<file path="src/design/scatr_pkg.sv">
// Shared types, codes and lookup tables for the ATR parser with PPS request.
// No dependencies; used by the top level.
package scatr_pkg;

  // One-hot parse phase
  typedef enum logic [12:0] {
    PH_IDLE = 13'b0_0000_0000_0001,
    PH_TS   = 13'b0_0000_0000_0010,
    PH_T0   = 13'b0_0000_0000_0100,
    PH_TA1  = 13'b0_0000_0000_1000,
    PH_TB1  = 13'b0_0000_0001_0000,
    PH_TC1  = 13'b0_0000_0010_0000,
    PH_TD1  = 13'b0_0000_0100_0000,
    PH_TA2  = 13'b0_0000_1000_0000,
    PH_TB2  = 13'b0_0001_0000_0000,
    PH_TC2  = 13'b0_0010_0000_0000,
    PH_TD2  = 13'b0_0100_0000_0000,
    PH_HIST = 13'b0_1000_0000_0000,
    PH_ECHO = 13'b1_0000_0000_0000
  } phase_t;

  // Bit position of TA1 inside the one-hot phase vector
  localparam int PH_TA1_POS = 3;

  localparam logic [1:0] CMD_START   = 2'd0;
  localparam logic [1:0] CMD_BYTE    = 2'd1;
  localparam logic [1:0] CMD_TIMEOUT = 2'd2;

  localparam logic [1:0] KIND_PPS  = 2'd0;
  localparam logic [1:0] KIND_OK   = 2'd1;
  localparam logic [1:0] KIND_FAIL = 2'd2;

  localparam logic [2:0] ERR_NONE     = 3'd0;
  localparam logic [2:0] ERR_TIMEOUT  = 3'd1;
  localparam logic [2:0] ERR_INVERSE  = 3'd2;
  localparam logic [2:0] ERR_NOT_T0   = 3'd3;
  localparam logic [2:0] ERR_TA2      = 3'd4;
  localparam logic [2:0] ERR_MISMATCH = 3'd5;

  localparam logic [7:0] TS_DIRECT = 8'h3B;
  localparam logic [7:0] PPSS      = 8'hFF;
  localparam logic [7:0] PPS0_BASE = 8'h10;

  // Most results one accepted beat can cause
  localparam int MAX_RES = 4;

  // Result queue depth; pointers wrap by overflow, so keep it a power of two
  localparam int OUT_DEPTH = 8;

  // Compact queued result; Fi and Di are rebuilt from ta1 on the way out
  typedef struct packed {
    logic [1:0] kind;
    logic [7:0] tx_byte;
    logic       last;
    logic [2:0] err;
    logic [7:0] ta1;
    logic [3:0] hist;
  } res_t;

  function automatic logic [11:0] fi_lookup(input logic [2:0] idx);
    logic [11:0] v;
    case (idx)
      3'd1:    v = 12'd512;
      3'd2:    v = 12'd768;
      3'd3:    v = 12'd1024;
      3'd4:    v = 12'd1536;
      3'd5:    v = 12'd2048;
      default: v = 12'd0;
    endcase
    return v;
  endfunction

  function automatic logic [6:0] di_lookup(input logic [2:0] idx);
    logic [6:0] v;
    case (idx)
      3'd1:    v = 7'd1;
      3'd2:    v = 7'd2;
      3'd3:    v = 7'd4;
      3'd4:    v = 7'd8;
      3'd5:    v = 7'd16;
      3'd6:    v = 7'd32;
      3'd7:    v = 7'd64;
      default: v = 7'd0;
    endcase
    return v;
  endfunction

endpackage

</file>
<file path="src/design/scatr_if.sv">
// Valid/ready channel interfaces for the ATR parser: event input and result output.
// Depends on nothing but the port widths fixed here.
interface scatr_in_if;
  logic       valid;
  logic       ready;
  logic [1:0] cmd;
  logic [7:0] rx_byte;

  modport source (output valid, output cmd, output rx_byte, input ready);
  modport sink   (input valid, input cmd, input rx_byte, output ready);
endinterface

interface scatr_out_if;
  logic        valid;
  logic        ready;
  logic [1:0]  kind;
  logic [7:0]  tx_byte;
  logic        last;
  logic [2:0]  error_code;
  logic [11:0] clock_rate_factor;
  logic [6:0]  baud_adjust_factor;
  logic [7:0]  interface_ta1;
  logic [3:0]  historical_count;

  modport source (output valid, output kind, output tx_byte, output last,
                  output error_code, output clock_rate_factor,
                  output baud_adjust_factor, output interface_ta1,
                  output historical_count, input ready);
  modport sink   (input valid, input kind, input tx_byte, input last,
                  input error_code, input clock_rate_factor,
                  input baud_adjust_factor, input interface_ta1,
                  input historical_count, output ready);
endinterface

</file>
<file path="src/design/smartcard_atr_parse_pps.sv">
// ISO 7816-3 answer-to-reset parser with PPS request and echo check.
// Depends on scatr_pkg and the channel interfaces in scatr_if.sv.
//
// One event beat (start, received byte, timeout) is taken per clock. Each beat is
// parsed in the cycle it is accepted and its results land in an OUT_DEPTH-entry
// result queue, visible on the output in the next cycle and drained one per clock
// while the output is ready. The end of the ATR pushes four PPS bytes at once, so
// the input is ready only while the queue has at least four free slots. With an
// output that is always ready a single activation never stalls the input, but
// activations that end every few beats (start, TS, T0 closing the ATR) make
// results faster than one per clock, and then the input waits for the queue to
// drain; otherwise the rate is one event per cycle.
// A start command restarts parsing at any time; the queue keeps any results
// already produced.
module smartcard_atr_parse_pps (
  input  logic               clk,
  input  logic               rst_n,
  scatr_in_if.sink           in_ch,
  scatr_out_if.source        out_ch
);

  localparam int QAW = $clog2(scatr_pkg::OUT_DEPTH);
  localparam int QCW = $clog2(scatr_pkg::OUT_DEPTH + 1);
  localparam logic [QCW-1:0] READY_MAX = QCW'(scatr_pkg::OUT_DEPTH - scatr_pkg::MAX_RES);
  // TA1..TD2 occupy phase bits 3..10; the window starts one below at T0
  localparam int WIN_LO = scatr_pkg::PH_TA1_POS - 1;
  localparam int WIN_HI = scatr_pkg::PH_TA1_POS + 6;

  scatr_pkg::phase_t phase_r, phase_nxt;
  logic [7:0] fmt_r, fmt_nxt;
  logic [7:0] conv_r, conv_nxt;
  logic [7:0] td1_r, td1_nxt;
  logic [7:0] ta1_r, ta1_nxt;
  logic [3:0] hist_r, hist_nxt;
  logic [1:0] echo_r, echo_nxt;
  logic [7:0] pps_sent_r [4];
  logic [7:0] pps_nxt [4];
  logic       pps_we;

  scatr_pkg::res_t q_r [scatr_pkg::OUT_DEPTH];
  scatr_pkg::res_t push_ent [scatr_pkg::MAX_RES];
  logic [2:0]      n_push;
  logic [QAW-1:0]  wr_ptr_r, rd_ptr_r;
  logic [QCW-1:0]  cnt_r, cnt_nxt;

  logic       in_acc, pop, busy;
  logic       do_adv, do_finish, do_fail;
  logic [2:0] fail_code;
  logic [7:0] pres, above, cand;
  logic [7:0] cur;
  logic       acc_or, found;
  logic [2:0] sel;
  scatr_pkg::res_t head;

  assign in_acc = in_ch.valid && in_ch.ready;
  assign pop    = out_ch.valid && out_ch.ready;
  assign busy   = (phase_r != scatr_pkg::PH_IDLE);
  assign in_ch.ready = (cnt_r <= READY_MAX);

  always_comb begin
    phase_nxt = phase_r;
    fmt_nxt   = fmt_r;
    conv_nxt  = conv_r;
    td1_nxt   = td1_r;
    ta1_nxt   = ta1_r;
    hist_nxt  = hist_r;
    echo_nxt  = echo_r;
    for (int k = 0; k < 4; k++) begin
      pps_nxt[k] = pps_sent_r[k];
    end
    pps_we    = 1'b0;
    n_push    = 3'd0;
    for (int k = 0; k < scatr_pkg::MAX_RES; k++) begin
      push_ent[k] = '0;
    end
    do_adv    = 1'b0;
    do_finish = 1'b0;
    do_fail   = 1'b0;
    fail_code = scatr_pkg::ERR_NONE;
    pres      = '0;
    above     = '0;
    cand      = '0;
    cur       = '0;
    acc_or    = 1'b0;
    found     = 1'b0;
    sel       = '0;

    if (in_acc) begin
      case (in_ch.cmd)
        scatr_pkg::CMD_START: begin
          phase_nxt = scatr_pkg::PH_TS;
          fmt_nxt   = '0;
          conv_nxt  = '0;
          td1_nxt   = '0;
          ta1_nxt   = '0;
          hist_nxt  = '0;
          echo_nxt  = '0;
        end
        scatr_pkg::CMD_TIMEOUT: begin
          if (busy) begin
            do_fail   = 1'b1;
            fail_code = scatr_pkg::ERR_TIMEOUT;
          end
        end
        scatr_pkg::CMD_BYTE: begin
          unique case (phase_r)
            scatr_pkg::PH_TS: begin
              conv_nxt  = in_ch.rx_byte;
              phase_nxt = scatr_pkg::PH_T0;
            end
            scatr_pkg::PH_T0: begin
              fmt_nxt  = in_ch.rx_byte;
              hist_nxt = in_ch.rx_byte[3:0];
              do_adv   = 1'b1;
            end
            scatr_pkg::PH_TA1: begin
              ta1_nxt = in_ch.rx_byte;
              do_adv  = 1'b1;
            end
            scatr_pkg::PH_TD1: begin
              td1_nxt = in_ch.rx_byte;
              do_adv  = 1'b1;
            end
            scatr_pkg::PH_TB1, scatr_pkg::PH_TC1, scatr_pkg::PH_TA2,
            scatr_pkg::PH_TB2, scatr_pkg::PH_TC2, scatr_pkg::PH_TD2: begin
              do_adv = 1'b1;
            end
            scatr_pkg::PH_HIST: begin
              hist_nxt = hist_r - 4'd1;
              if (hist_r == 4'd1) begin
                do_finish = 1'b1;
              end
            end
            scatr_pkg::PH_ECHO: begin
              if (in_ch.rx_byte != pps_sent_r[echo_r]) begin
                do_fail   = 1'b1;
                fail_code = scatr_pkg::ERR_MISMATCH;
              end else if (echo_r == 2'd3) begin
                phase_nxt        = scatr_pkg::PH_IDLE;
                echo_nxt         = '0;
                n_push           = 3'd1;
                push_ent[0].kind = scatr_pkg::KIND_OK;
                push_ent[0].last = 1'b1;
                push_ent[0].ta1  = ta1_r;
                push_ent[0].hist = fmt_r[3:0];
              end else begin
                echo_nxt = echo_r + 2'd1;
              end
            end
            default: ;
          endcase
        end
        default: ;
      endcase
    end

    // Next interface byte: lowest presence bit past the current position
    if (do_adv) begin
      pres = {td1_nxt[7:4], fmt_nxt[7:4]};
      cur  = phase_r[WIN_HI:WIN_LO];
      for (int i = 0; i < 8; i++) begin
        acc_or   = acc_or | cur[i];
        above[i] = acc_or;
      end
      cand = pres & above;
      for (int i = 7; i >= 0; i--) begin
        if (cand[i]) begin
          found = 1'b1;
          sel   = 3'(i);
        end
      end
      if (found) begin
        phase_nxt = scatr_pkg::phase_t'(13'b1 << (sel + 4'(scatr_pkg::PH_TA1_POS)));
      end else if (hist_nxt != 4'd0) begin
        phase_nxt = scatr_pkg::PH_HIST;
      end else begin
        do_finish = 1'b1;
      end
    end

    if (do_finish) begin
      if (conv_nxt != scatr_pkg::TS_DIRECT) begin
        do_fail   = 1'b1;
        fail_code = scatr_pkg::ERR_INVERSE;
      end else if (td1_nxt[3:0] != 4'd0) begin
        do_fail   = 1'b1;
        fail_code = scatr_pkg::ERR_NOT_T0;
      end else if (td1_nxt[4]) begin
        do_fail   = 1'b1;
        fail_code = scatr_pkg::ERR_TA2;
      end else begin
        pps_we     = 1'b1;
        pps_nxt[0] = scatr_pkg::PPSS;
        pps_nxt[1] = scatr_pkg::PPS0_BASE | {4'd0, td1_nxt[3:0]};
        pps_nxt[2] = ta1_nxt;
        pps_nxt[3] = scatr_pkg::PPSS ^ (scatr_pkg::PPS0_BASE | {4'd0, td1_nxt[3:0]})
                     ^ ta1_nxt;
        n_push     = 3'd4;
        for (int k = 0; k < scatr_pkg::MAX_RES; k++) begin
          push_ent[k].kind    = scatr_pkg::KIND_PPS;
          push_ent[k].tx_byte = pps_nxt[k];
          push_ent[k].last    = (k == scatr_pkg::MAX_RES - 1);
        end
        echo_nxt  = '0;
        phase_nxt = scatr_pkg::PH_ECHO;
      end
    end

    if (do_fail) begin
      phase_nxt        = scatr_pkg::PH_IDLE;
      n_push           = 3'd1;
      push_ent[0]      = '0;
      push_ent[0].kind = scatr_pkg::KIND_FAIL;
      push_ent[0].last = 1'b1;
      push_ent[0].err  = fail_code;
    end
  end

  assign cnt_nxt = cnt_r + QCW'(n_push) - QCW'(pop);

  always_ff @(posedge clk) begin
    if (!rst_n) begin
      phase_r  <= scatr_pkg::PH_IDLE;
      fmt_r    <= '0;
      conv_r   <= '0;
      td1_r    <= '0;
      ta1_r    <= '0;
      hist_r   <= '0;
      echo_r   <= '0;
      wr_ptr_r <= '0;
      rd_ptr_r <= '0;
      cnt_r    <= '0;
    end else begin
      phase_r  <= phase_nxt;
      fmt_r    <= fmt_nxt;
      conv_r   <= conv_nxt;
      td1_r    <= td1_nxt;
      ta1_r    <= ta1_nxt;
      hist_r   <= hist_nxt;
      echo_r   <= echo_nxt;
      wr_ptr_r <= wr_ptr_r + QAW'(n_push);
      rd_ptr_r <= rd_ptr_r + QAW'(pop);
      cnt_r    <= cnt_nxt;
    end
  end

  always_ff @(posedge clk) begin
    if (pps_we) begin
      for (int k = 0; k < 4; k++) begin
        pps_sent_r[k] <= pps_nxt[k];
      end
    end
    for (int k = 0; k < scatr_pkg::MAX_RES; k++) begin
      if (3'(k) < n_push) begin
        q_r[wr_ptr_r + QAW'(k)] <= push_ent[k];
      end
    end
  end

  assign head = q_r[rd_ptr_r];

  assign out_ch.valid              = (cnt_r != '0);
  assign out_ch.kind               = head.kind;
  assign out_ch.tx_byte            = head.tx_byte;
  assign out_ch.last               = head.last;
  assign out_ch.error_code         = head.err;
  assign out_ch.clock_rate_factor  = scatr_pkg::fi_lookup(head.ta1[6:4]);
  assign out_ch.baud_adjust_factor = scatr_pkg::di_lookup(head.ta1[2:0]);
  assign out_ch.interface_ta1      = head.ta1;
  assign out_ch.historical_count   = head.hist;

  a_queue_bound: assert property (@(posedge clk) disable iff (!rst_n)
    cnt_r <= QCW'(scatr_pkg::OUT_DEPTH))
    else $error("result queue overflow");

  a_timeout_idle: assert property (@(posedge clk) disable iff (!rst_n)
    (in_acc && in_ch.cmd == scatr_pkg::CMD_TIMEOUT && busy)
      |=> phase_r == scatr_pkg::PH_IDLE && cnt_r != '0)
    else $error("timeout did not end the activation with a result");

  a_echo_entry: assert property (@(posedge clk) disable iff (!rst_n)
    $rose(phase_r == scatr_pkg::PH_ECHO)
      |-> echo_r == 2'd0 && pps_sent_r[0] == scatr_pkg::PPSS
          && cnt_r >= QCW'(scatr_pkg::MAX_RES))
    else $error("echo phase entered without a full PPS request");

endmodule
</file>
<file path="src/flat_wrapper.sv">
// flat-port wrapper written by rule: the top's interface ports become plain ports
module smartcard_atr_parse_pps_flat 
  (clk, rst_n, in_ch_valid, in_ch_cmd, in_ch_rx_byte, in_ch_ready, out_ch_valid, out_ch_kind, out_ch_tx_byte, out_ch_last, out_ch_error_code, out_ch_clock_rate_factor, out_ch_baud_adjust_factor, out_ch_interface_ta1, out_ch_historical_count, out_ch_ready);
  scatr_in_if in_ch_i ();
  scatr_out_if out_ch_i ();
  input  logic clk;
  input  logic rst_n;
  input wire logic [$bits(in_ch_i.valid)-1:0] in_ch_valid;
  input wire logic [$bits(in_ch_i.cmd)-1:0] in_ch_cmd;
  input wire logic [$bits(in_ch_i.rx_byte)-1:0] in_ch_rx_byte;
  output wire logic [$bits(in_ch_i.ready)-1:0] in_ch_ready;
  output wire logic [$bits(out_ch_i.valid)-1:0] out_ch_valid;
  output wire logic [$bits(out_ch_i.kind)-1:0] out_ch_kind;
  output wire logic [$bits(out_ch_i.tx_byte)-1:0] out_ch_tx_byte;
  output wire logic [$bits(out_ch_i.last)-1:0] out_ch_last;
  output wire logic [$bits(out_ch_i.error_code)-1:0] out_ch_error_code;
  output wire logic [$bits(out_ch_i.clock_rate_factor)-1:0] out_ch_clock_rate_factor;
  output wire logic [$bits(out_ch_i.baud_adjust_factor)-1:0] out_ch_baud_adjust_factor;
  output wire logic [$bits(out_ch_i.interface_ta1)-1:0] out_ch_interface_ta1;
  output wire logic [$bits(out_ch_i.historical_count)-1:0] out_ch_historical_count;
  input wire logic [$bits(out_ch_i.ready)-1:0] out_ch_ready;
  assign in_ch_i.valid = in_ch_valid;
  assign in_ch_i.cmd = in_ch_cmd;
  assign in_ch_i.rx_byte = in_ch_rx_byte;
  assign in_ch_ready = in_ch_i.ready;
  assign out_ch_valid = out_ch_i.valid;
  assign out_ch_kind = out_ch_i.kind;
  assign out_ch_tx_byte = out_ch_i.tx_byte;
  assign out_ch_last = out_ch_i.last;
  assign out_ch_error_code = out_ch_i.error_code;
  assign out_ch_clock_rate_factor = out_ch_i.clock_rate_factor;
  assign out_ch_baud_adjust_factor = out_ch_i.baud_adjust_factor;
  assign out_ch_interface_ta1 = out_ch_i.interface_ta1;
  assign out_ch_historical_count = out_ch_i.historical_count;
  assign out_ch_i.ready = out_ch_ready;
  smartcard_atr_parse_pps u_core (.clk(clk), .rst_n(rst_n), .in_ch(in_ch_i), .out_ch(out_ch_i));
endmodule
</file>
<file path="config.mk">
export PLATFORM = sky130hd
export DESIGN_NAME = smartcard_atr_parse_pps_flat
export DESIGN_NICKNAME = d
export VERILOG_FILES = /design/src/design/scatr_pkg.sv /design/src/design/scatr_if.sv /design/src/design/smartcard_atr_parse_pps.sv /design/src/flat_wrapper.sv
export SDC_FILE = /design/constraint.sdc
export NUM_CORES = 1
export LEC_CHECK = 0
export BUFFER_PORTS_ARGS = -buffer_cell sky130_fd_sc_hd__buf_4
export CAP_MARGIN = 15
export CORE_MARGIN = 5
export CORE_UTILIZATION = 58
export CTS_BUF_LIST = sky130_fd_sc_hd__clkbuf_4
export CTS_CLUSTER_DIAMETER = 60
export DETAILED_ROUTE_END_ITERATION = 12
export GPL_TIMING_DRIVEN = 1
export PLACE_DENSITY = 0.79
export RECOVER_POWER = 25
export SLEW_MARGIN = 30
export SYNTH_ARGS = -nofsm -noshare
export SYNTH_HDL_FRONTEND = slang
export SYNTH_SLANG_ARGS = --single-unit
</file>
<file path="constraint.sdc">
create_clock -name clk -period 4.8 [get_ports clk]
set_input_delay 0.96 -clock clk [delete_from_list [all_inputs] [get_ports clk]]
set_output_delay 0.96 -clock clk [all_outputs]
set_load 0.02 [all_outputs]
</file>
==> summary.md <==
| Metric | Value |
|---|---|
| Global-route wire length before repair | 68500 µm |
| Reg-to-reg setup timing slack | 0.30 ns |
| Rows | 57 |
| FMAX | 0.222 GHz |
| Initial antenna violation count | 1 |
| Vias post-DR | 12600 |
| Compound-gate portion of the synthesized area | 19.9% |
| Avg WL per Cell | 22.8 µm |
| Crit path largest cell delay | 0.62 ns |
| DRC violations left | 0 |
| Fill count | 1958 |
| Tot GR Track Use | 30.5% |
| Postcts setup bufs | 0 |
| Die X | 168 µm |
| P&R area growth vs syn | 13.0% |
| Share of cells above drive strength 1 | 20.8% |
| Leakage | 5.96 nW |
| Sequential share of the synthesized area | 46.3% |
| Total CTS buffers | 76 |
| Post-CTS sizing | 0 |
| Critical path type | reg2reg |
| Status | finished, final reports clean |
| CTS root buf | clkbuf_4 |
| Ys async rst share | 0% |
| Hold Path Stages | 1 |
| Initial drt markers | 1572 |
| Crit path buf inv count | 2 |
| Worst Hold Path EP | u_core.q_r[7][24] |
| Number of I/O pins | 61 |
| Initial Util | 59.1% |
| Cell with the most instances after synthesis | dfxtp_1 |
| Vias in the first global route | 12400 |
| Total core area | 24400 µm² |
| Hold path startpoint | u_core.q_r[7][24] |
| HP Class | reg2reg |
| Adder-cell share of the synthesized area | 1.61% |
| Total wire length | 44100 µm |
| Reg2reg path depth | 11 |
| Final ANT Viol Nets | 0 |
| Mux cell area share after synthesis | 10.8% |
| Syn_area_per_cell | 10.0 µm² |
| Final worst path period share | 93.8% |
| Hold WS | 0.451 ns |
| Final setup fails | 0 |
| Leading area contributor after synthesis | dfxtp_1 |
| Crit-path cells | nor3_1 > nand4_1 > o2111ai_1 > o2111ai_1 > or3_1 > nor4_4 > buf_4 > o21a_1 > clkbuf_2 > nand2_1 > a221oi_1 |
| Die Height | 168 µm |
| Syn. warnings | 0 |
| Drt first pass iters | 8 |
| CP most frequent cell | o2111ai_1 |
| H-tree level count | 3 |
| Clk pin slew, worst setup/hold paths | 0.06 ns |
| Routed vias/inst | 6.52 |
| CTS Hold Bufs | 0 |
| Reg-to-Reg Start | u_core.phase_r[8] |
| CP Launch Type | flip-flop |
| Number of synthesized flops with an enable pin | 91 |
| CTS max path bufs | 3 |
| Largest net degree at the start of global routing | 58 |
| Post-place setup slack | -0.0385 ns |
| Min Tclk post-route | 4.50 ns |
| Largest family of logic cells by synthesized area | compound AO/OA/AOI/OAI gates |
| Setup TNS | 0 ns |
| Worst slew pin tran | 1.46 ns |
| CP arrival | 4.99 ns |
| Final worst slack | 0.298 ns |
| Pwr Density | 341 nW/µm² |
| Share of the synthesized area in the top cell type | 27.4% |
| Max VDD drop | 317 µV |
| Synth Area in Simple Gates | 15.4% |
| Clk Latency, worst-skew pair | 0.72 ns |
| Skew final | 0.0929 ns |
| CTS tree | done |
| CP Max Fanout | 28 |
| Fin nets | 1584 |
| Worst EP required | 5.29 ns |
| CP max stage cell | nor3_1 |
| PortBufs | 52 |
| DP Wirelength | 30100 µm |
| GRT overflow | 0 |
| Synth cell types | 82 |
| Synth Instances | 1442 |
| Clock sinks | 288 |
| Top FF cell, synth | dfxtp_1 |
| Worst path top cell family by delay | simple AND/OR/NAND/NOR gates |
| R2R Path End | u_core.q_r[3][20] |
| Max-cap violations | 0 |
| Die area | 28100 µm² |
| Top cells by count, synth | dfxtp_1 (197), a21oi_1 (140), nand2_1 (121) |
| Seq cells post-synth | 288 |
| Slew margin rel. | 1.98% |
| Worst setup EP type | flip-flop |
| XOR/XNOR Fraction of Synth Area | 1.34% |
| Final GP Congestion | 0.977 |
| RSZ-0062 raised after global routing | false |
| Final Hold Viols | 0 |
| Synth top area cells | dfxtp_1 (27%), edfxtp_1 (19%), mux4_2 (8.1%) |
| Post-Syn Area | 14400 µm² |
| Slew Viols, Final | 0 |
-- registers in the layout, indices dropped and copies added (netlist names) --
register and flops:
u_core.hist_r 4, u_core.q_r 208, u_core.wr_ptr_r 3, u_core.pps_sent_r 19
u_core.rd_ptr_r 3, u_core.phase_r 13, u_core.td1_r 8, u_core.fmt_r 8
u_core.cnt_r 4, u_core.ta1_r 8, u_core.echo_r 2, u_core.conv_r 8
-- layer usage --
layer	track usage [%]	part of all wire, %	up-vias
met2	48.9	46	764
met4	11.9	2.9	0
met1	40.4	40	6054
li1	-	-	5659
met3	7.40	11	130
met5	0	0	-
-- power breakdown --
group | switching [mW] | internal [mW] | leakage [nW] | total (mW)
combinational | 0.332 | 0.330 | 2.96 | 0.662
sequential | 0.117 | 2.52 | 2.41 | 2.64
clock | 1.03 | 1.23 | 0.599 | 2.26
total | 1.48 | 4.08 | 5.96 | 5.56
-- worst max path at each step --
| stage | startpoint | endpoint | slack [ns] | depth (start not counted) |
|---|---|---|---|---|
| after floorplan | in_ch_cmd[1] | u_core.cnt_r[3] | 0.03 | 20 |
| after global routing | u_core.phase_r[8] | u_core.q_r[3][20] | 0.08 | 11 |
| final | u_core.phase_r[8] | u_core.q_r[3][20] | 0.30 | 11 |
| after global placement | in_ch_cmd[1] | u_core.q_r[6][20] | 0.05 | 16 |
| after CTS | u_core.phase_r[8] | u_core.q_r[6][20] | 0.45 | 13 |
| after detailed placement | in_ch_cmd[1] | u_core.q_r[6][20] | -0.04 | 16 |
-- cells by family after synthesis --
family                   count (synthesis)
AO/OA/AOI/OAI                          429
XOR/XNOR                                22
adder cells (fa/ha/maj)                 18
buffers and inverters                  152
flip-flops                             288
multiplexers                            87
other                                    1
AND/OR/NAND/NOR                        445
-- worst reg2reg max path: cells and delay by family (launching register included) --
family                 cells  cell delay, ns
AND/OR/NAND/NOR            5            2.17
flip-flops                 1            0.39
AO/OA/AOI/OAI              4            0.95
buffers and inverters      2            0.79
-- stage by stage --
stage,utilization [%],cells,cell area (µm²),total power [mW]
after global placement,63.2,1798,15400,3.36
after CTS,67.4,1931,16400,5.61
after detailed placement,63.2,1798,15400,3.37
final,66.8,1933,16300,5.56
after global routing,66.8,1933,16300,5.80
after floorplan,-,1449,14500,3.15
-- placed cells by master, fill, tap and decap left out, drive strengths merged, types with 17 or more instances in the layout --
cell,instances
o22ai,27
mux2,23
ha,17
and2,23
nand2,121
a21oi,143
mux4,52
edfxtp,91
nor3,34
o21ai,67
nor2,117
buf,102
dfxtp,197
nand3,50
inv,41
clkbuf,153
a22o,101
-- area by class of cell --
type	count	area, µm²	area share, %
diodes	2	5.00	0.0307
repair buffers	137	902	5.54
clock inverters	15	128	0.783
well taps	324	405	2.49
clock buffers	118	886	5.44
multi-input cells	1009	7140	43.8
inverters	40	150	0.922
flip-flops and latches	288	6680	41.0
Note: power is estimated with default switching activity, not from simulation.
